===== src/rtl/i2c_master_byte_engine_core_assert.svh =====
// Assertion macros for the I2C master engine (i2cm_engine.sv).
`ifndef I2C_MASTER_BYTE_ENGINE_CORE_ASSERT_SVH
`define I2C_MASTER_BYTE_ENGINE_CORE_ASSERT_SVH

// Same-cycle implication, checked outside reset.
`define I2CM_ASSERT_IMP(label, clk, rstn, ante, cons) \
    label: assert property (@(posedge clk) disable iff (!(rstn)) (ante) |-> (cons)) \
        else $error("i2cm assertion failed");

// Next-cycle implication, checked outside reset.
`define I2CM_ASSERT_NEXT(label, clk, rstn, ante, cons) \
    label: assert property (@(posedge clk) disable iff (!(rstn)) (ante) |=> (cons)) \
        else $error("i2cm assertion failed");

`endif


===== src/rtl/i2cm_pkg.sv =====
`default_nettype none

package i2cm_pkg;

    // Command codes carried in the operation field.
    localparam logic [2:0] OP_START   = 3'd0;
    localparam logic [2:0] OP_RESTART = 3'd1;
    localparam logic [2:0] OP_WRITE   = 3'd2;
    localparam logic [2:0] OP_READ    = 3'd3;
    localparam logic [2:0] OP_STOP    = 3'd4;

    localparam logic [15:0] HALF_PERIOD_RESET = 16'd400;
    localparam logic [7:0]  MSB_MASK          = 8'h80;
    localparam logic [3:0]  BYTE_BITS         = 4'd8;

    typedef struct packed {
        logic       cmd_valid;
        logic [2:0] operation;
        logic [7:0] tx_byte;
        logic       send_nack;
        logic       sda_in;
    } in_item_t;

    typedef struct packed {
        logic       scl_out;
        logic       sda_out;
        logic       ready_res;
        logic       done_res;
        logic [7:0] rx_byte;
        logic       ack_ok;
    } out_item_t;

endpackage

`default_nettype wire


===== src/rtl/i2cm_in_stage.sv =====
`default_nettype none

module i2cm_in_stage import i2cm_pkg::*; (
    input  wire logic     aclk,
    input  wire logic     aresetn,
    input  wire logic     s_valid,
    output logic          s_ready,
    input  wire in_item_t s_data,
    output logic          q_valid,
    input  wire logic     q_ready,
    output in_item_t      q_data
);

    logic     valid_reg;
    logic     valid_next;
    in_item_t data_reg;

    // The register frees up in the same cycle that the engine takes its request.
    assign s_ready = !valid_reg || q_ready;

    always_comb begin
        valid_next = valid_reg;
        if (s_ready) begin
            valid_next = s_valid;
        end
    end

    always_ff @(posedge aclk) begin
        if (!aresetn) begin
            valid_reg <= 1'b0;
        end else begin
            valid_reg <= valid_next;
        end
    end

    always_ff @(posedge aclk) begin
        if (s_valid && s_ready) begin
            data_reg <= s_data;
        end
    end

    assign q_valid = valid_reg;
    assign q_data  = data_reg;

endmodule

`default_nettype wire


===== src/rtl/i2cm_engine.sv =====
`default_nettype none

`include "i2c_master_byte_engine_core_assert.svh"

module i2cm_engine import i2cm_pkg::*; #(
    parameter int PHASE_COUNTER_BITS = 16
) (
    input  wire logic        aclk,
    input  wire logic        aresetn,
    input  wire logic        cfg_wr_en,
    input  wire logic [15:0] cfg_wr_data,
    input  wire logic        in_valid,
    output logic             in_ready,
    input  wire in_item_t    in_data,
    output logic             m_valid,
    input  wire logic        m_ready,
    output out_item_t        m_data
);

    localparam logic [3:0] PS_IDLE         = 4'd0;
    localparam logic [3:0] PS_START_HOLD   = 4'd1;
    localparam logic [3:0] PS_RESTART_LOW  = 4'd2;
    localparam logic [3:0] PS_RESTART_HIGH = 4'd3;
    localparam logic [3:0] PS_BIT_LOW      = 4'd4;
    localparam logic [3:0] PS_BIT_HIGH     = 4'd5;
    localparam logic [3:0] PS_ACK_LOW      = 4'd6;
    localparam logic [3:0] PS_ACK_HIGH     = 4'd7;
    localparam logic [3:0] PS_STOP_LOW     = 4'd8;
    localparam logic [3:0] PS_STOP_CLK     = 4'd9;
    localparam logic [3:0] PS_STOP_RELEASE = 4'd10;

    localparam logic [31:0] PHASE_MAX = 32'((64'd1 << PHASE_COUNTER_BITS) - 64'd1);

    logic [15:0]                   half_period_reg;
    logic [3:0]                    phase_reg, phase_next;
    logic [2:0]                    op_reg, op_next;
    logic [3:0]                    bit_idx_reg, bit_idx_next;
    logic [7:0]                    shift_reg, shift_next;
    logic                          nack_reg, nack_next;
    logic [PHASE_COUNTER_BITS-1:0] timer_reg, timer_next;
    logic                          scl_reg, scl_next;
    logic                          sda_reg, sda_next;
    logic [7:0]                    rx_reg, rx_next;
    logic                          ack_reg, ack_next;
    logic                          m_valid_reg, m_valid_next;
    out_item_t                     m_data_reg, m_data_next;

    logic                          step;
    logic                          idle_now;
    logic                          is_read;
    logic                          done;
    logic [15:0]                   load16;
    logic [31:0]                   load32;
    logic [PHASE_COUNTER_BITS-1:0] phase_load;
    logic [3:0]                    bit_idx_inc;
    logic [7:0]                    shifted;

    assign in_ready = !m_valid_reg || m_ready;
    assign step     = in_valid && in_ready;

    // Phase length less one, with zero treated as one and clipped to the counter range.
    always_comb begin
        load16     = (half_period_reg == 16'd0) ? 16'd0 : half_period_reg - 16'd1;
        load32     = {16'd0, load16};
        phase_load = (load32 > PHASE_MAX) ? PHASE_MAX[PHASE_COUNTER_BITS-1:0]
                                          : load32[PHASE_COUNTER_BITS-1:0];
    end

    assign idle_now    = (phase_reg == PS_IDLE) || (phase_reg > PS_STOP_RELEASE);
    assign is_read     = (op_reg == OP_READ);
    assign bit_idx_inc = bit_idx_reg + 4'd1;
    assign shifted     = {shift_reg[6:0], is_read ? in_data.sda_in : 1'b0};

    always_comb begin
        phase_next   = phase_reg;
        op_next      = op_reg;
        bit_idx_next = bit_idx_reg;
        shift_next   = shift_reg;
        nack_next    = nack_reg;
        timer_next   = timer_reg;
        scl_next     = scl_reg;
        sda_next     = sda_reg;
        rx_next      = rx_reg;
        ack_next     = ack_reg;
        done         = 1'b0;

        if (idle_now) begin
            phase_next = PS_IDLE;
            if (in_data.cmd_valid) begin
                unique case (in_data.operation)
                    OP_START: begin
                        shift_next = in_data.tx_byte;
                        op_next    = OP_START;
                        phase_next = PS_START_HOLD;
                        scl_next   = 1'b1;
                        sda_next   = 1'b0;
                        timer_next = phase_load;
                    end
                    OP_RESTART: begin
                        shift_next = in_data.tx_byte;
                        op_next    = OP_RESTART;
                        phase_next = PS_RESTART_LOW;
                        scl_next   = 1'b0;
                        sda_next   = 1'b1;
                        timer_next = phase_load;
                    end
                    OP_WRITE: begin
                        shift_next   = in_data.tx_byte;
                        op_next      = OP_WRITE;
                        bit_idx_next = 4'd0;
                        phase_next   = PS_BIT_LOW;
                        scl_next     = 1'b0;
                        sda_next     = |(in_data.tx_byte & MSB_MASK);
                        timer_next   = phase_load;
                    end
                    OP_READ: begin
                        shift_next   = 8'd0;
                        op_next      = OP_READ;
                        nack_next    = in_data.send_nack;
                        bit_idx_next = 4'd0;
                        phase_next   = PS_BIT_LOW;
                        scl_next     = 1'b0;
                        sda_next     = 1'b1;
                        timer_next   = phase_load;
                    end
                    OP_STOP: begin
                        op_next    = OP_STOP;
                        phase_next = PS_STOP_LOW;
                        scl_next   = 1'b0;
                        sda_next   = 1'b0;
                        timer_next = phase_load;
                    end
                    default: begin
                    end
                endcase
            end
        end else if (timer_reg != '0) begin
            timer_next = timer_reg - PHASE_COUNTER_BITS'(1);
        end else begin
            timer_next = phase_load;
            unique case (phase_reg)
                PS_START_HOLD: begin
                    bit_idx_next = 4'd0;
                    phase_next   = PS_BIT_LOW;
                    scl_next     = 1'b0;
                    sda_next     = |(shift_reg & MSB_MASK);
                end
                PS_RESTART_LOW: begin
                    phase_next = PS_RESTART_HIGH;
                    scl_next   = 1'b1;
                    sda_next   = 1'b1;
                end
                PS_RESTART_HIGH: begin
                    phase_next = PS_START_HOLD;
                    scl_next   = 1'b1;
                    sda_next   = 1'b0;
                end
                PS_BIT_LOW: begin
                    phase_next = PS_BIT_HIGH;
                    scl_next   = 1'b1;
                end
                PS_BIT_HIGH: begin
                    shift_next   = shifted;
                    bit_idx_next = bit_idx_inc;
                    scl_next     = 1'b0;
                    if (bit_idx_inc >= BYTE_BITS) begin
                        phase_next = PS_ACK_LOW;
                        sda_next   = is_read ? nack_reg : 1'b1;
                    end else begin
                        phase_next = PS_BIT_LOW;
                        sda_next   = is_read ? 1'b1 : |(shifted & MSB_MASK);
                    end
                end
                PS_ACK_LOW: begin
                    phase_next = PS_ACK_HIGH;
                    scl_next   = 1'b1;
                end
                PS_ACK_HIGH: begin
                    // The timer keeps its value here; the bus is parked with both lines low.
                    timer_next = timer_reg;
                    if (is_read) begin
                        rx_next = shift_reg;
                    end else begin
                        ack_next = !in_data.sda_in;
                    end
                    phase_next = PS_IDLE;
                    scl_next   = 1'b0;
                    sda_next   = 1'b0;
                    done       = 1'b1;
                end
                PS_STOP_LOW: begin
                    phase_next = PS_STOP_CLK;
                    scl_next   = 1'b1;
                    sda_next   = 1'b0;
                end
                PS_STOP_CLK: begin
                    phase_next = PS_STOP_RELEASE;
                    scl_next   = 1'b1;
                    sda_next   = 1'b1;
                end
                default: begin
                    timer_next = timer_reg;
                    phase_next = PS_IDLE;
                    scl_next   = 1'b1;
                    sda_next   = 1'b1;
                    done       = 1'b1;
                end
            endcase
        end
    end

    always_comb begin
        m_data_next.scl_out   = scl_next;
        m_data_next.sda_out   = sda_next;
        m_data_next.ready_res = (phase_next == PS_IDLE);
        m_data_next.done_res  = done;
        m_data_next.rx_byte   = rx_next;
        m_data_next.ack_ok    = ack_next;
    end

    always_comb begin
        m_valid_next = m_valid_reg;
        if (step) begin
            m_valid_next = 1'b1;
        end else if (m_ready) begin
            m_valid_next = 1'b0;
        end
    end

    always_ff @(posedge aclk) begin
        if (!aresetn) begin
            half_period_reg <= HALF_PERIOD_RESET;
        end else if (cfg_wr_en) begin
            half_period_reg <= cfg_wr_data;
        end
    end

    always_ff @(posedge aclk) begin
        if (!aresetn) begin
            phase_reg   <= PS_IDLE;
            op_reg      <= 3'd0;
            bit_idx_reg <= 4'd0;
            shift_reg   <= 8'd0;
            nack_reg    <= 1'b0;
            timer_reg   <= '0;
            scl_reg     <= 1'b1;
            sda_reg     <= 1'b1;
            rx_reg      <= 8'd0;
            ack_reg     <= 1'b0;
            m_valid_reg <= 1'b0;
        end else begin
            m_valid_reg <= m_valid_next;
            if (step) begin
                phase_reg   <= phase_next;
                op_reg      <= op_next;
                bit_idx_reg <= bit_idx_next;
                shift_reg   <= shift_next;
                nack_reg    <= nack_next;
                timer_reg   <= timer_next;
                scl_reg     <= scl_next;
                sda_reg     <= sda_next;
                rx_reg      <= rx_next;
                ack_reg     <= ack_next;
            end
        end
    end

    always_ff @(posedge aclk) begin
        if (step) begin
            m_data_reg <= m_data_next;
        end
    end

    assign m_valid = m_valid_reg;
    assign m_data  = m_data_reg;

    `I2CM_ASSERT_IMP(a_done_is_ready, aclk, aresetn,
        m_valid_reg && m_data_reg.done_res, m_data_reg.ready_res)
    `I2CM_ASSERT_NEXT(a_ready_tracks_phase, aclk, aresetn,
        step, m_data_reg.ready_res == (phase_reg == PS_IDLE))
    `I2CM_ASSERT_NEXT(a_phase_holds_while_timing, aclk, aresetn,
        step && !idle_now && (timer_reg != '0), phase_reg == $past(phase_reg))
    `I2CM_ASSERT_NEXT(a_stop_releases_bus, aclk, aresetn,
        step && (phase_reg == PS_STOP_RELEASE) && (timer_reg == '0),
        m_data_reg.scl_out && m_data_reg.sda_out && m_data_reg.done_res)

endmodule

`default_nettype wire


===== src/rtl/i2c_master_byte_engine_core.sv =====
// Channel   Direction  Handshake          Payload
// s_        in         s_valid / s_ready  s_data  (in_item_t: one engine step)
// m_        out        m_valid / m_ready  m_data  (out_item_t: levels after that step)
// cfg_      in         cfg_wr_en          cfg_wr_data (half period in steps)
//
// Every request gives exactly one result; one request is taken per cycle when the
// result side keeps up. A request is loaded into the input register when accepted
// and then stepped by the engine into the result register, where it shows as valid.
// A stalled result holds its register and the input register; s_ready falls once the
// input register is full.
// Reset is synchronous and active low: the bus is released and the engine is idle.
`default_nettype none

module i2c_master_byte_engine_core import i2cm_pkg::*; #(
    parameter int PHASE_COUNTER_BITS = 16
) (
    input  wire logic        aclk,
    input  wire logic        aresetn,
    input  wire logic        cfg_wr_en,
    input  wire logic [15:0] cfg_wr_data,
    input  wire logic        s_valid,
    output logic             s_ready,
    input  wire in_item_t    s_data,
    output logic             m_valid,
    input  wire logic        m_ready,
    output out_item_t        m_data
);

    logic     q_valid;
    logic     q_ready;
    in_item_t q_data;

    i2cm_in_stage u_in_stage (
        .aclk    (aclk),
        .aresetn (aresetn),
        .s_valid (s_valid),
        .s_ready (s_ready),
        .s_data  (s_data),
        .q_valid (q_valid),
        .q_ready (q_ready),
        .q_data  (q_data)
    );

    i2cm_engine #(
        .PHASE_COUNTER_BITS (PHASE_COUNTER_BITS)
    ) u_engine (
        .aclk        (aclk),
        .aresetn     (aresetn),
        .cfg_wr_en   (cfg_wr_en),
        .cfg_wr_data (cfg_wr_data),
        .in_valid    (q_valid),
        .in_ready    (q_ready),
        .in_data     (q_data),
        .m_valid     (m_valid),
        .m_ready     (m_ready),
        .m_data      (m_data)
    );

endmodule

`default_nettype wire


===== config.mk =====
export PLATFORM = sky130hd
export DESIGN_NAME = i2c_master_byte_engine_core
export DESIGN_NICKNAME = d
export VERILOG_FILES = /design/src/rtl/i2cm_pkg.sv /design/src/rtl/i2cm_in_stage.sv /design/src/rtl/i2cm_engine.sv /design/src/rtl/i2c_master_byte_engine_core.sv
export VERILOG_INCLUDE_DIRS = /design/src /design/src/rtl
export SDC_FILE = /design/constraint.sdc
export NUM_CORES = 1
export LEC_CHECK = 0
export ABC_AREA = 1
export BUFFER_PORTS_ARGS = -buffer_cell sky130_fd_sc_hd__buf_4
export CORE_MARGIN = 1.5
export CORE_UTILIZATION = 56
export DETAILED_ROUTE_END_ITERATION = 8
export PLACE_DENSITY = 0.74
export SLEW_MARGIN = 40
export SYNTH_ARGS = -nofsm -noshare
export SYNTH_HDL_FRONTEND = slang
export SYNTH_SLANG_ARGS = --single-unit
export TNS_END_PERCENT = 30

===== constraint.sdc =====
create_clock -name aclk -period 2.1 [get_ports aclk]
set_input_delay 0.42 -clock aclk [delete_from_list [all_inputs] [get_ports aclk]]
set_output_delay 0.42 -clock aclk [all_outputs]
set_load 0.01 [all_outputs]

# Word-level counts from Yosys, hierarchy flattened
# Cells that the tools add are included.
[op_classes]
n_addsub = 3
multipliers = 0
div = 0
n_lt_le_gt_ge = 2
n_eq_ne = 19
n_shift = 0
mux = 48
n_bitwise = 0
n_reduce_logical = 34
[op_table]
columns = ["op", "count"]
rows = [
  ["two-way mux 16 bit", 6],
  ["two-way mux 8 bit", 8],
  ["case mux 4 bit (8 select lines)", 1],
  ["subtractor 16 x 1 -> 16 bit, second input constant", 2],
  ["two-way mux 4 bit", 7],
  ["two-way mux 1 bit", 18],
  ["equality test 4 x 3 -> 1 bit, second input constant", 4],
  ["zero test 16 bit", 1],
  ["case mux 4 bit (4 select lines)", 1],
  ["case mux 8 bit (2 select lines)", 1],
  ["nonzero test 16 bit", 1],
  ["case mux 3 bit (5 select lines)", 1],
  ["AND reduction 4 bit", 3],
  ["AND reduction 5 bit", 2],
  ["OR reduction 2 bit", 5],
  ["equality test 3 x 2 -> 1 bit, second input constant", 3],
  ["OR reduction 3 bit", 3],
  ["equality test 4 x 2 -> 1 bit, second input constant", 2],
  ["equality test 4 bit, second input constant", 2],
  ["zero test 4 bit", 2],
  ["case mux 4 bit (2 select lines)", 1],
  ["OR reduction 8 bit", 1],
  ["inequality test 2 bit, second input constant", 3],
  ["nonzero test 3 bit", 2],
  ["20 further kinds", 26],
]
[totals]
regBits = 92
latch_bits = 0
mem_bits_rw = 0
romBits = 0
inputBits = 35
elab_cells = 130
memories = 0

# Logic depth before layout (Yosys ltp)
# Gate-level depths: netlist of the first run.
[logic_depth]
ltp_word = 7
ltp_mapped = 13
ltp_nobuf = 12

# Hierarchy
# A second synthesis of the first run with hierarchy kept.
[hier_totals]
hier_cells = 699
hier_area_um2 = 5039.8
[by_module_without_submodules]
columns = ["mod", "instances", "cells_per_inst", "area_each_um2", "seq_area_each_um2"]
rows = [
  ["i2cm_engine", 1, 678, 4568.1, 1671.6],
  ["i2cm_in_stage", 1, 21, 471.7, 440.4],
]

# Least setup slack after synthesis of the first run
# OpenSTA, ideal clock, no wires.
[synth_timing]
path_type = "input-to-reg"
from = "in m_ready"
to = "reg u_engine.op_reg[1]"
setup_time_ps = 70
arrival_time_ps = 1831
setup_slack_ps = 199
stages = 9
cell_sequence = "inv_1 nand2_1 nand2_1 inv_1 clkbuf_1 nand3_1 inv_1 o21ai_0 a21oi_1"
[synth_via]
elab_chain_cells = 3
[synth_lines]
columns = ["item", "line", "text"]
rows = [
  ["start, declared", "i2c_master_byte_engine_core.sv:25", "input wire logic m_ready,"],
  ["logical OR 1 bit", "i2cm_engine.sv:58", "assign in_ready = !m_valid_reg || m_ready;"],
  ["logical AND 1 bit", "i2cm_engine.sv:59", "assign step = in_valid && in_ready;"],
  ["AND reduction 4 bit (no source line)", "--", ""],
  ["end signal, assigned", "i2cm_engine.sv:255", "op_reg <= op_next;"],
  ["end, declared", "i2cm_engine.sv:36", "logic [2:0] op_reg, op_next;"],
]
# No other way between the ends.
# A chain may end at the register's enable or synchronous reset.

==> key figures, run 1 <==
Run status
  – Status: completed

Cells and area
  – Fin util: 66.0%
  – FF/Latch Area: 2110 um2
  – Share of cells above drive strength 1: 14.5%
  – Footprint of the multi-input gates: 2390 um2
  – Post-Layout Cell Count: 867
  – Number of fill cells in the layout: 765
  – ANT cells: 0
  – Nets: 792
  – Area delta synth->final: 15.1%

Clocking
  – Post-CTS sizing: 0
  – H-tree levels: 3
  – Hold buffers post-CTS: 0
  – Root buffer selected by CTS: clkbuf_8
  – Clk slew on worst S/H paths: 0.10 ns
  – Maximum root-to-sink buffer count: 2
  – CTS sink cnt: 92
  – Clk_lat worst skew: 0.37 ns
  – Post-CTS Setup Inserts: 0
  – CTS tree: yes
  – TritonCTS Buffers: 9

Critical path
  – Critical path fanouts, max: 19
  – Crit path arrival time: 2.03 ns
  – Crit Path Class: register to register
  – Crit path cell chain: inv_1 -> ha_1 -> nand2_1 -> nor2_1 -> nand2_1 -> nor2_1 -> buf_6 -> nand2_1 -> nand2_1 -> nand2_1 -> nand2_1 -> nor3_1
  – WP data required: 2.22 ns
  – Max incr delay on CP: 0.35 ns
  – Reg2Reg Depth: 12
  – Slowest CP cell: dfxtp_1
  – CP most frequent cell: nand2_1
  – Worst Setup Start Kind: register
  – Setup crit end kind: register

Floorplan
  – Starting Density: 57.3%
  – Die Width: 97.0 um
  – Die area: 9410 um2
  – Core area: 8640 um2
  – FP Rows: 34
  – Die Height: 97.0 um
  – I/O pins: 50

STA
  – Hold Slack: 0.220 ns
  – Fin. Hold Viols: 0
  – Slew Viols, Final: 0
  – Setup Viol. Count Final: 0
  – Fin crit period: 1.91 ns
  – Max Clock Freq: 523 MHz
  – Clk_skew: 0.0106 ns
  – Slew margin rel.: 59.0%
  – Final period util: 91.0%
  – RSZ-0062 raised after global routing: yes
  – Slew @ Worst Pin: 0.615 ns

Routing
  – Wirelength per Cell: 13.7 um
  – Antenna viol nets, final: 0
  – Iteration-0 DRC Markers: 290
  – Final wirelength: 11900 um
  – Vias/cell: 5.44
  – DRC: 0
  – First-pass iteration count of the detailed router: 5
  – Via count: 4714

Synth
  – Yosys cell types: 35
  – Largest cells by area after synthesis: dfxtp_1 (26%), edfxtp_1 (16%), nand2_1 (12%), o21ai_0 (9.2%), inv_1 (6.4%)
  – Post-Synthesis Cells: 701
  – Post-Syn Nets: 739
  – Seq cells post-synth: 92
  – Yosys top cell area share: 26.3%
  – Post-synth EDFFs: 27
  – Sequential-to-total area share from yosys stat: 42.7%
  – Top FF cell, synth: dfxtp_1
  – Cell taking the most area after synthesis: dfxtp_1
  – Post-synthesis cell area: 4950 um2
  – Mean Syn Cell Area: 7.06 um2
  – Fraction of registers with async set/reset: 0%
  – Synth warnings: 0

Global routing
  – Initial antenna violation count: 0
  – Vias in the first global route: 4235
  – GRT Residual Overflow: 0
  – Met1 usage: 39.1%
  – Met3 Use GR: 5.49%
  – Most Used Layer, Global Route: met1
  – First-pass GRT wire length: 19900 um
  – Pin count of the biggest net entering global routing: 36
  – M2 GR Usage: 37.8%
  – Total track usage: 26.0%

Placement
  – HPWL after DPL: 8780 um
  – IO Port Bufs: 49
  – GPL Wtd Cong: 0.993
  – Placed Instances: 851

Power and ir drop
  – VDD IR max: 424 uV
  – P_int: 2.79 mW
  – Combinational power share: 18.9%
  – Power Dens Cells: 707 nW/um2
  – Switch share: 30.6%
  – Leakage: 2.55 nW
  – Flop pwr share: 49.5%
  – Sw Pwr: 1.23 mW
  – Clock share of power: 31.6%

Min path
  – Hold Path Depth: 1
  – Worst hold path type: input port to register

Run
  – Max cap viols: 0
[cells in the mapped netlist (4+ instances only)]
master and n:
a21oi_1 60, a21oi_2 4, buf_6 4, clkbuf_1 13, dfxtp_1 65, edfxtp_1 27
inv_1 85, nand2_1 163, nand2_2 9, nand3_1 42, nand4_1 5, nor2_1 67
nor2_2 5, nor3_1 7, o21ai_0 91, o21ai_1 8, o22ai_1 6, xor2_1 12
[per-stage QoR]
step / area [um2] / total power [mW] / setup WS [ns] / TNS [ns]
floorplan: 4950 / 2.54 / 0.199 / 0
global placement: 5460 / 2.75 / 0.178 / 0
detailed placement: 5460 / 2.77 / 0.169 / 0
CTS: 5670 / 4.03 / 0.144 / 0
global route: 5700 / 4.24 / -0.00428 / -0.00614
finish: 5700 / 4.03 / 0.188 / 0
[area by class of cell]
type	count	area share, %
flip-flops and latches	92	37.1
clock buffers	9	2.17
clock inverters	7	1.63
well taps	108	2.37
repair buffers	66	8.98
inverters	88	5.80
multi-input cells	497	42.0
[cell usage in the layout (no fill, tap or decap), types with 2 or more instances in the layout]
cell type  instances
xnor2_1            2
nand4_1            5
nand3b_1           2
o22ai_1            6
a21oi_1           60
buf_4             64
clkbuf_8           9
edfxtp_1          27
o21ai_0           90
o21ai_1            9
nand3_2            2
nand2_1          163
inv_6              2
inv_1             85
clkinv_4           2
nor3_1             7
nor2_2             5
inv_2              3
dfxtp_1           65
nor2_1            67
ha_1               3
a21oi_2            3
nand3_1           42
nand2_2            8
xor2_1            12
[power by group through the flow]
| stage | Sequential (mW) | Clock (mW) | Combinational (mW) |
|---|---|---|---|
| 2_1_floorplan | 2.03 | 0 | 0.509 |
| 3_3_place_gp | 2.03 | 0 | 0.718 |
| 3_5_place_dp | 2.03 | 0 | 0.733 |
| 4_1_cts | 1.99 | 1.30 | 0.740 |
| 5_1_grt | 2.01 | 1.38 | 0.856 |
| 6_report | 1.99 | 1.27 | 0.761 |
[worst max-delay path: cells and delay by family, from the launching register on]
kind / cells / cell delay, ns
flops: 1 / 0.35
buf+inv: 2 / 0.29
fa+ha+maj: 1 / 0.21
simple gates: 9 / 0.83
[final timing paths]
check | start | to | slack (ns)
max reg2reg | u_engine.timer_reg[0] | u_engine.m_data[10] | 0.19
min reg2reg | u_engine.nack_reg | u_engine.nack_reg | 0.46
min | s_data[7] | u_in_stage.q_data[7] | 0.22
max | u_engine.timer_reg[0] | u_engine.m_data[10] | 0.19
[kinds of logic (layout without fill, tap and decap cells)]
logic type / after synthesis / in the layout / share of synthesized area, %
AND/OR/NAND/NOR: 306 / 306 / 26.3
flip-flops: 92 / 92 / 42.7
XOR/XNOR: 14 / 14 / 2.48
buffers and inverters: 112 / 170 / 9.43
adder cells (fa/ha/maj): 3 / 3 / 0.758
AO/OA/AOI/OAI: 174 / 174 / 18.4
[per-layer routing]
layer | vias up | wire (um)
met5 | - | 0
met4 | 0 | 146
met1 | 2135 | 5780
met2 | 166 | 5080
met3 | 14 | 894
li1 | 2399 | -
No activity file was read; power rests on OpenSTA's default activity.
==> inputs of run 2 (changes only) <==
==> constraint.sdc (replaced) <==
create_clock -name aclk -period 2.2 [get_ports aclk]
set_input_delay 0.44 -clock aclk [delete_from_list [all_inputs] [get_ports aclk]]
set_output_delay 0.44 -clock aclk [all_outputs]
set_load 0.01 [all_outputs]
==> run 2 against run 1 <==
Net effect:
- core utilization down 0.74 points
- die area stayed put
- setup slack improved by 0.017 ns
- first-iteration DRC count is 9.7% higher
- register-to-register slack better by 0.02 ns
==> key figures, run 2 (same netlist as run 1, synthesis figures left out) <==
Power and ir drop
  – Combinational power share: 18.6% (-0.3 points)
  – Sw Pwr: 1.17 mW (-5.2%)
  – Power Dens Cells: 677 nW/um2 (-4.2%)
  – Clock share of power: 31.4% (-0.2 points)
  – Flop pwr share: 49.9% (+0.4 points)
  – P_int: 2.65 mW (-5.3%)
  – Switch share: 30.6% (about the same)
  – Leakage: 2.52 nW (-1.2%)
  – Overall power: 3.82 mW (-5.3%)
  – VDD IR max: 419 uV (-1.1%)

Routing
  – First-pass iteration count of the detailed router: 5 (unchanged)
  – Final wirelength: 11800 um (-0.93%)
  – Via count: 4713 (-0.021%)
  – Vias/cell: 5.45 (+0.21%)
  – Wirelength per Cell: 13.6 um (-0.70%)
  – Antenna viol nets, final: 0 (unchanged)
  – Iteration-0 DRC Markers: 318 (+9.7%)
  – DRC: 0 (unchanged)

STA
  – Fin crit period: 2.00 ns (+0.0832 ns)
  – Setup Viol. Count Final: 0 (unchanged)
  – Final period util: 90.7% (-0.36 points)
  – Slew Viols, Final: 0 (unchanged)
  – Slew @ Worst Pin: 0.602 ns (-0.0130 ns)
  – Setup_tns: 0 ns (unchanged)
  – Max Clock Freq: 501 MHz (-4.2%)
  – RSZ-0062 raised after global routing: no
  – Slew margin rel.: 59.8% (+0.86 points)
  – Fin. Hold Viols: 0 (unchanged)
  – Clk_skew: 0.0197 ns (+0.00909 ns)

Run status
  – Status: completed

Global routing
  – First-pass GRT wire length: 19700 um (-0.56%)
  – M2 GR Usage: 37.4% (-0.32 points)
  – Most Used Layer, Global Route: met1
  – Vias in the first global route: 4255 (+0.47%)
  – Met1 usage: 37.9% (-1.2 points)
  – Met3 Use GR: 5.42% (-0.072 points)
  – Initial antenna violation count: 0 (unchanged)
  – Total track usage: 25.7% (-0.25 points)
  – Pin count of the biggest net entering global routing: 36 (unchanged)
  – GRT Residual Overflow: 0 (unchanged)

Floorplan
  – Die Width: 97.0 um (unchanged)
  – FP Rows: 34 (unchanged)
  – Starting Density: 57.3% (unchanged)
  – Die area: 9410 um2 (unchanged)
  – I/O pins: 50 (unchanged)
  – Die Height: 97.0 um (unchanged)
  – Core area: 8640 um2 (unchanged)

Placement
  – GPL Wtd Cong: 0.969 (-2.4%)
  – IO Port Bufs: 49 (unchanged)
  – HPWL after DPL: 8730 um (-0.63%)
  – Placed Instances: 849 (-0.24%)

Clocking
  – Hold buffers post-CTS: 0 (unchanged)
  – Clk_lat worst skew: 0.37 ns (about the same)
  – CTS tree: yes
  – Post-CTS Setup Inserts: 0 (unchanged)
  – CTS sink cnt: 92 (unchanged)
  – H-tree levels: 3 (unchanged)
  – Maximum root-to-sink buffer count: 2 (unchanged)
  – Post-CTS sizing: 0 (unchanged)
  – Root buffer selected by CTS: clkbuf_8
  – Clk slew on worst S/H paths: 0.10 ns (about the same)
  – TritonCTS Buffers: 9 (unchanged)

Critical path
  – WP data required: 2.45 ns (+0.23 ns)
  – Setup crit end kind: register
  – Critical path fanouts, max: 21 (+2)
  – Crit Path Class: register to register
  – Crit path arrival time: 2.25 ns (+0.22 ns)
  – Worst Setup Start Kind: register

Cells and area
  – FF/Latch Area: 2110 um2 (unchanged)
  – Post-Layout Cell Count: 865 (-0.23%)
  – Area delta synth->final: 13.8%
  – Number of fill cells in the layout: 795 (+3.9%)
  – Footprint of the multi-input gates: 2370 um2 (-0.84%)
  – Nets: 790 (-0.25%)
  – Most frequent cells in the layout: nand2_1 (163), o21ai_0 (91), inv_1 (85)
  – Share of cells above drive strength 1: 14.3% (-0.23 points)
  – Commonest non-fill, non-tap cell in the layout: nand2_1
  – ANT cells: 0 (unchanged)

Run
  – Max cap viols: 0 (unchanged)

Min path
  – Worst hold path type: input port to register
==> run 2: final cells by class <==
cell class              instances  area share (%)
clock buffers                   9            2.20
clock inverters                 7            1.42
inverters                      88            5.86
multi-input cells             497            42.1
flip-flops and latches         92            37.5
well taps                     108            2.40
repair buffers                 64            8.53
==> run 2: path summary, 6_finish.rpt <==
path	to	cells after the start	slack, ns	startpoint
min	u_in_stage.q_data[8]	1	0.23	s_data[8]
max	u_engine.shift_reg[3]	10	0.20	u_engine.phase_reg[1]
max reg2reg	u_engine.shift_reg[3]	10	0.20	u_engine.phase_reg[1]
min reg2reg	u_engine.nack_reg	2	0.46	u_engine.nack_reg
==> run 2: layer usage <==
layer / share of wire, % / routed length (um)
met1: 49 / 5800
met2: 43 / 5030
met3: 6.7 / 793
met4: 1.4 / 170
met5: 0 / 0
==> run 2: power by group through the flow <==
stage,Clock [mW],Sequential [mW],Combinational [mW]
after global placement,0,1.94,0.687
after detailed placement,0,1.94,0.700
after floorplan,0,1.94,0.486
after global routing,1.30,1.92,0.802
final,1.20,1.90,0.711
after CTS,1.21,1.90,0.703
==> run 2: stage by stage <==
| stage | utilization, % | hold WS, ns | setup slack, ns | instance area, um2 |
|---|---|---|---|---|
| 6_report | 65.2 | 0.233 | 0.205 | 5630 |
| 5_1_grt | 65.2 | 0.221 | 0.0338 | 5630 |
| 4_1_cts | 65.2 | 0.227 | 0.220 | 5630 |
| 3_5_place_dp | 62.9 | 0.439 | 0.245 | 5430 |
| 3_3_place_gp | 62.9 | 0.439 | 0.292 | 5430 |
| 2_1_floorplan | - | 0.424 | 0.279 | 4950 |
==> run 2: worst max-delay path, stage by stage (launching register included) <==
cell,delay [ns]
dfxtp_1,0.46
nand2_1,0.13
nand2_1,0.08
nand2_1,0.06
nand2_2,0.08
buf_4,0.24
nand2_2,0.12
nor2_2,0.21
o21ai_2,0.22
o21ai_0,0.22
a21oi_1,0.06
